<file path="src/rtl/trs_ram.sv">
module trs_ram #(
   parameter int DEPTH = 256,
   parameter int WIDTH = 8
) (
   input  logic                     clock,
   input  logic                     wr_en,
   input  logic [$clog2(DEPTH)-1:0] wr_addr,
   input  logic [WIDTH-1:0]         wr_data,
   input  logic                     rd_en,
   input  logic [$clog2(DEPTH)-1:0] rd_addr,
   output logic [WIDTH-1:0]         rd_data
);

   logic [WIDTH-1:0] mem [DEPTH];
   logic [WIDTH-1:0] rd_data_ff;

   always_ff @(posedge clock) begin
      if (wr_en) begin
         mem[wr_addr] <= wr_data;
      end
      if (rd_en) begin
         rd_data_ff <= mem[rd_addr];
      end
   end

   assign rd_data = rd_data_ff;

endmodule

</file>
<file path="config.mk">
export PLATFORM = sky130hd
export DESIGN_NAME = trs_ram
export DESIGN_NICKNAME = d
export VERILOG_FILES = /design/src/rtl/trs_ram.sv
export SDC_FILE = /design/constraint.sdc
export NUM_CORES = 2
export LEC_CHECK = 0
export BUFFER_PORTS_ARGS = -buffer_cell sky130_fd_sc_hd__clkbuf_2
export CORE_UTILIZATION = 30
export DETAILED_ROUTE_END_ITERATION = 12
export GPL_TIMING_DRIVEN = 0
export PLACE_DENSITY_LB_ADDON = 0.1
export SLEW_MARGIN = 30
export SYNTH_ARGS = -nofsm -noshare
export SYNTH_HDL_FRONTEND = slang
export SYNTH_SLANG_ARGS = --single-unit
</file>
<file path="constraint.sdc">
create_clock -name clock -period 2.86 [get_ports clock]
set_input_delay 0.572 -clock clock [delete_from_list [all_inputs] [get_ports clock]]
set_output_delay 0.572 -clock clock [all_outputs]
set_load 0.01 [all_outputs]
</file>
==> flow_summary_export.csv <==
group,metric,value,unit
synth,syn_inst,3733,
synth,synth_cell_types,54,
power,peakVddDrop,0.6971,mV
timing,fin_crit_sh,108.0,%
finish,nNetsFinal,4076,
worst_setup_path,critPathTopFamily,"simple AND/OR/NAND/NOR gates",
timing,drv_slew,0,
floorplanning,die-area,0.2675,mm²
timing,finClkSkew,0.03599,ns
routing,drc_errors,0,
worst_setup_path,crit_buf_inv,2,
routing,wire_per_inst,36.76,µm
run_status,violations,"negative setup slack",
placed_design,gp_congestion,0.8357,
floorplanning,fp.dieH,517.2,µm
synth,synthTopCellsByArea,"edfxtp_1 78%, mux4_2 13%, mux2i_1 1.7%",
global_routing,grt_usage,21.28,%
synth,synthesis.nets,3760,
routing,first_pass_iters,5,
routing,wl,284800,µm
timing,timing.fmax,323.6,MHz
worst_setup_path,cp_cell_sequence,"clkbuf_2, nor2b_1, nand3_1, clkbuf_1, nor2_1",
global_routing,grt.overflow.total,0,
timing,setup_viol,352,
timing,hold_viol,0,
synth,synth_fa_ha_area_share,0,%
floorplanning,start_util,30.25,%
routing,vias_per_cell,5.237,
cts,cts-root-buf,"clkbuf_16",
routing,ant_nets,0,
synth,syn_avg_cell_area,21.33,µm²
cts,cts_buffers,222,
placed_design,port_buffers,27,
cts,cts_tree,"done",
timing,tightest_slew,1.181,ns
synth,ys_ff_latch,2056,
worst_setup_path,worstPathMaxFanout,10,
worst_setup_path,arrival,3.58,ns
power,power_density,687.9,mW/mm²
power,finalPower,64900,µW
synth,muxShareOfSynthArea,14.60,%
run_status,outcome,"finished with violations",
cts,clockBufferDepth,3,
synth,yosysMostFrequentCell,"edfxtp_1",
timing,rsz0062_at_grt,"yes",
synth,synth_xor_area_share,0,%
global_routing,grt_max_degree,93,
finish,drive_above_1_share,31.13,%
worst_setup_path,worst_setup_path_start_kind,"input pin",
global_routing,grt_pass1_wl,378600,µm
synth,netlist.area_leader.share,77.53,%
timing,timing.setup.tns,-22.37,ns
placed_design,dp_hpwl,197700,µm
worst_setup_path,crit_type,"in -> reg",
power,power.leakage,0.02864,µW
flow_run,cap_violations,0,
routing,dr.first_iter.drc_count,4889,
cts,cts.sinks,2056,
synth,yosysTopAreaCell,"edfxtp_1",
min_path,hold_path.class,"in -> reg",
synth,ys_async_sr_fraction,0,%
floorplanning,dieWidth,517.2,µm
synth,synth_commonest_cells,"2056 x edfxtp_1, 454 x mux4_2, 282 x nor2_1",
floorplanning,pin_count,35,
cts,ctsHtreeMaxLevel,4,
worst_setup_path,cpMaxStageDelayCell,"nor2_1",
routing,dr_total_vias,40570,
timing,period_minus_slack,3.090,ns
synth,synth-simple-area-share,2.625,%
global_routing,grt_pass1_vias,41250,
synth,synth_compound_area_share,3.416,%
cts,clk_latency,0.87,ns
synth,ys_warn_count,0,
floorplanning,core.rowCount,188,
worst_setup_path,crit_required,3.35,ns
global_routing,grt_antenna_before_repair,15,
worst_setup_path,endpoint_kind,"flip-flop",
timing,slew_headroom,21.30,%
synth,netlist_area,0.07964,mm²
synth,synth_edf_count,2056,
synth,synth_top_family_by_area,"multiplexers",
finish,area_growth,18.45,%
cts,path_clk_slew,0.06,ns
synth,synth-main-ff-cell,"edfxtp_1",
worst_setup_path,crit_path_max_incr_delay,0.85,ns
finish,fill_cells,24320,
synth,ys_seq_area_share,77.53,%
timing,layout_setup_ws,-0.2301,ns
floorplanning,core-area,0.2632,mm²
==> power by group <==
part / internal (µW) / leakage, µW / switching, µW
clock: 15200 / 0.00329 / 12200
sequential: 33200 / 0.0185 / 17.1
combinational: 1340 / 0.00687 / 2860
==> cell type report <==
cell class	instances	area, µm²	share of cell area, %
Tap cell	3515	4398	4.662
Sequential cell	2056	61740	65.45
Antenna cell	5	12.51	0.01326
Clock buffer	284	5809	6.158
Inverter	2	8.758	0.009285
Timing Repair Buffer	94	1587	1.682
Buffer	231	1968	2.086
Multi-Input combinational cell	1442	17900	18.97
Clock inverter	118	914.6	0.9696
==> state kept, by name, summed over array words and instances (netlist names) <==
| name | cells |
|---|---|
| rd_data | 8 |
| mem | 2048 |
==> final timing paths <==
kind	from	to	slack, ns	cells after the start
setup reg to reg	mem[139][4]	rd_data[4]	0.13	6
hold reg to reg	mem[32][5]	rd_data[5]	1.29	6
hold / removal	wr_data[4]	mem[86][4]	0.18	1
setup / recovery	wr_addr[5]	mem[226][2]	-0.23	5
==> logic make-up after synthesis <==
kind of cell | after synthesis
muxes | 591
and+or+nand+nor | 466
AOI/OAI and AO/OA | 385
buffers and inverters | 235
DFF | 2056
==> repair_timing <==
item | 4_1_cts | 5_1_grt
hold buffers | 2 | 0
endpoints found under the hold margin | 16 | 0
setup endpoints to repair | 438 | 738
pin swaps | 12 | 9
cloned | 0 | 0
gates resized for setup | 307 | 98
setup buffers | 3 | 6
==> per-layer routing <==
layer	track usage, %	up-vias	share of wire [%]
li1	-	16400	-
met1	29.71	22480	44
met2	34.20	1361	47
met3	3.923	330	6.1
met4	5.222	2	2.5
met5	0	-	0.0046
==> through the flow <==
| stage | hold slack, ns | worst slack [ns] | instance area [µm²] | std cells | utilization, % |
|---|---|---|---|---|---|
| after floorplan | 0.6709 | 0.2119 | 79640 | 3733 | - |
| after global placement | 0.9400 | -3.930 | 84170 | 7275 | 31.98 |
| final | 0.1756 | -0.2301 | 94330 | 7747 | 35.84 |
| after detailed placement | 0.8948 | -2.565 | 85900 | 7331 | 32.63 |
| after CTS | 0.1242 | -0.1466 | 93920 | 7736 | 35.68 |
| after global routing | 0.1530 | -0.1341 | 94330 | 7745 | 35.84 |
==> placed cells by master, fill, tap and decap left out, types with 20 or more instances in the layout <==
master     Yosys  layout
a22oi_1      133     132
buf_2         31      24
o221ai_1      46      35
clkbuf_4       0      26
o22ai_1       28      28
nand2_1       33      33
clkinv_1       1      59
mux2i_1      134     132
buf_4         27      43
a21oi_1       96      76
clkbuf_2       0      67
clkbuf_1     111      94
mux4_2       454     454
buf_16         0      41
nor2_1       282     106
buf_12         8      25
nand3_1       34      29
nor4_4         0      20
nor2b_1       31      29
clkbuf_16      0     223
buf_6         21      28
buf_8         13      22
clkinv_2       0      35
edfxtp_1    2056    2056
nor2_2         0     167
Note: power is estimated with default switching activity, not from simulation.
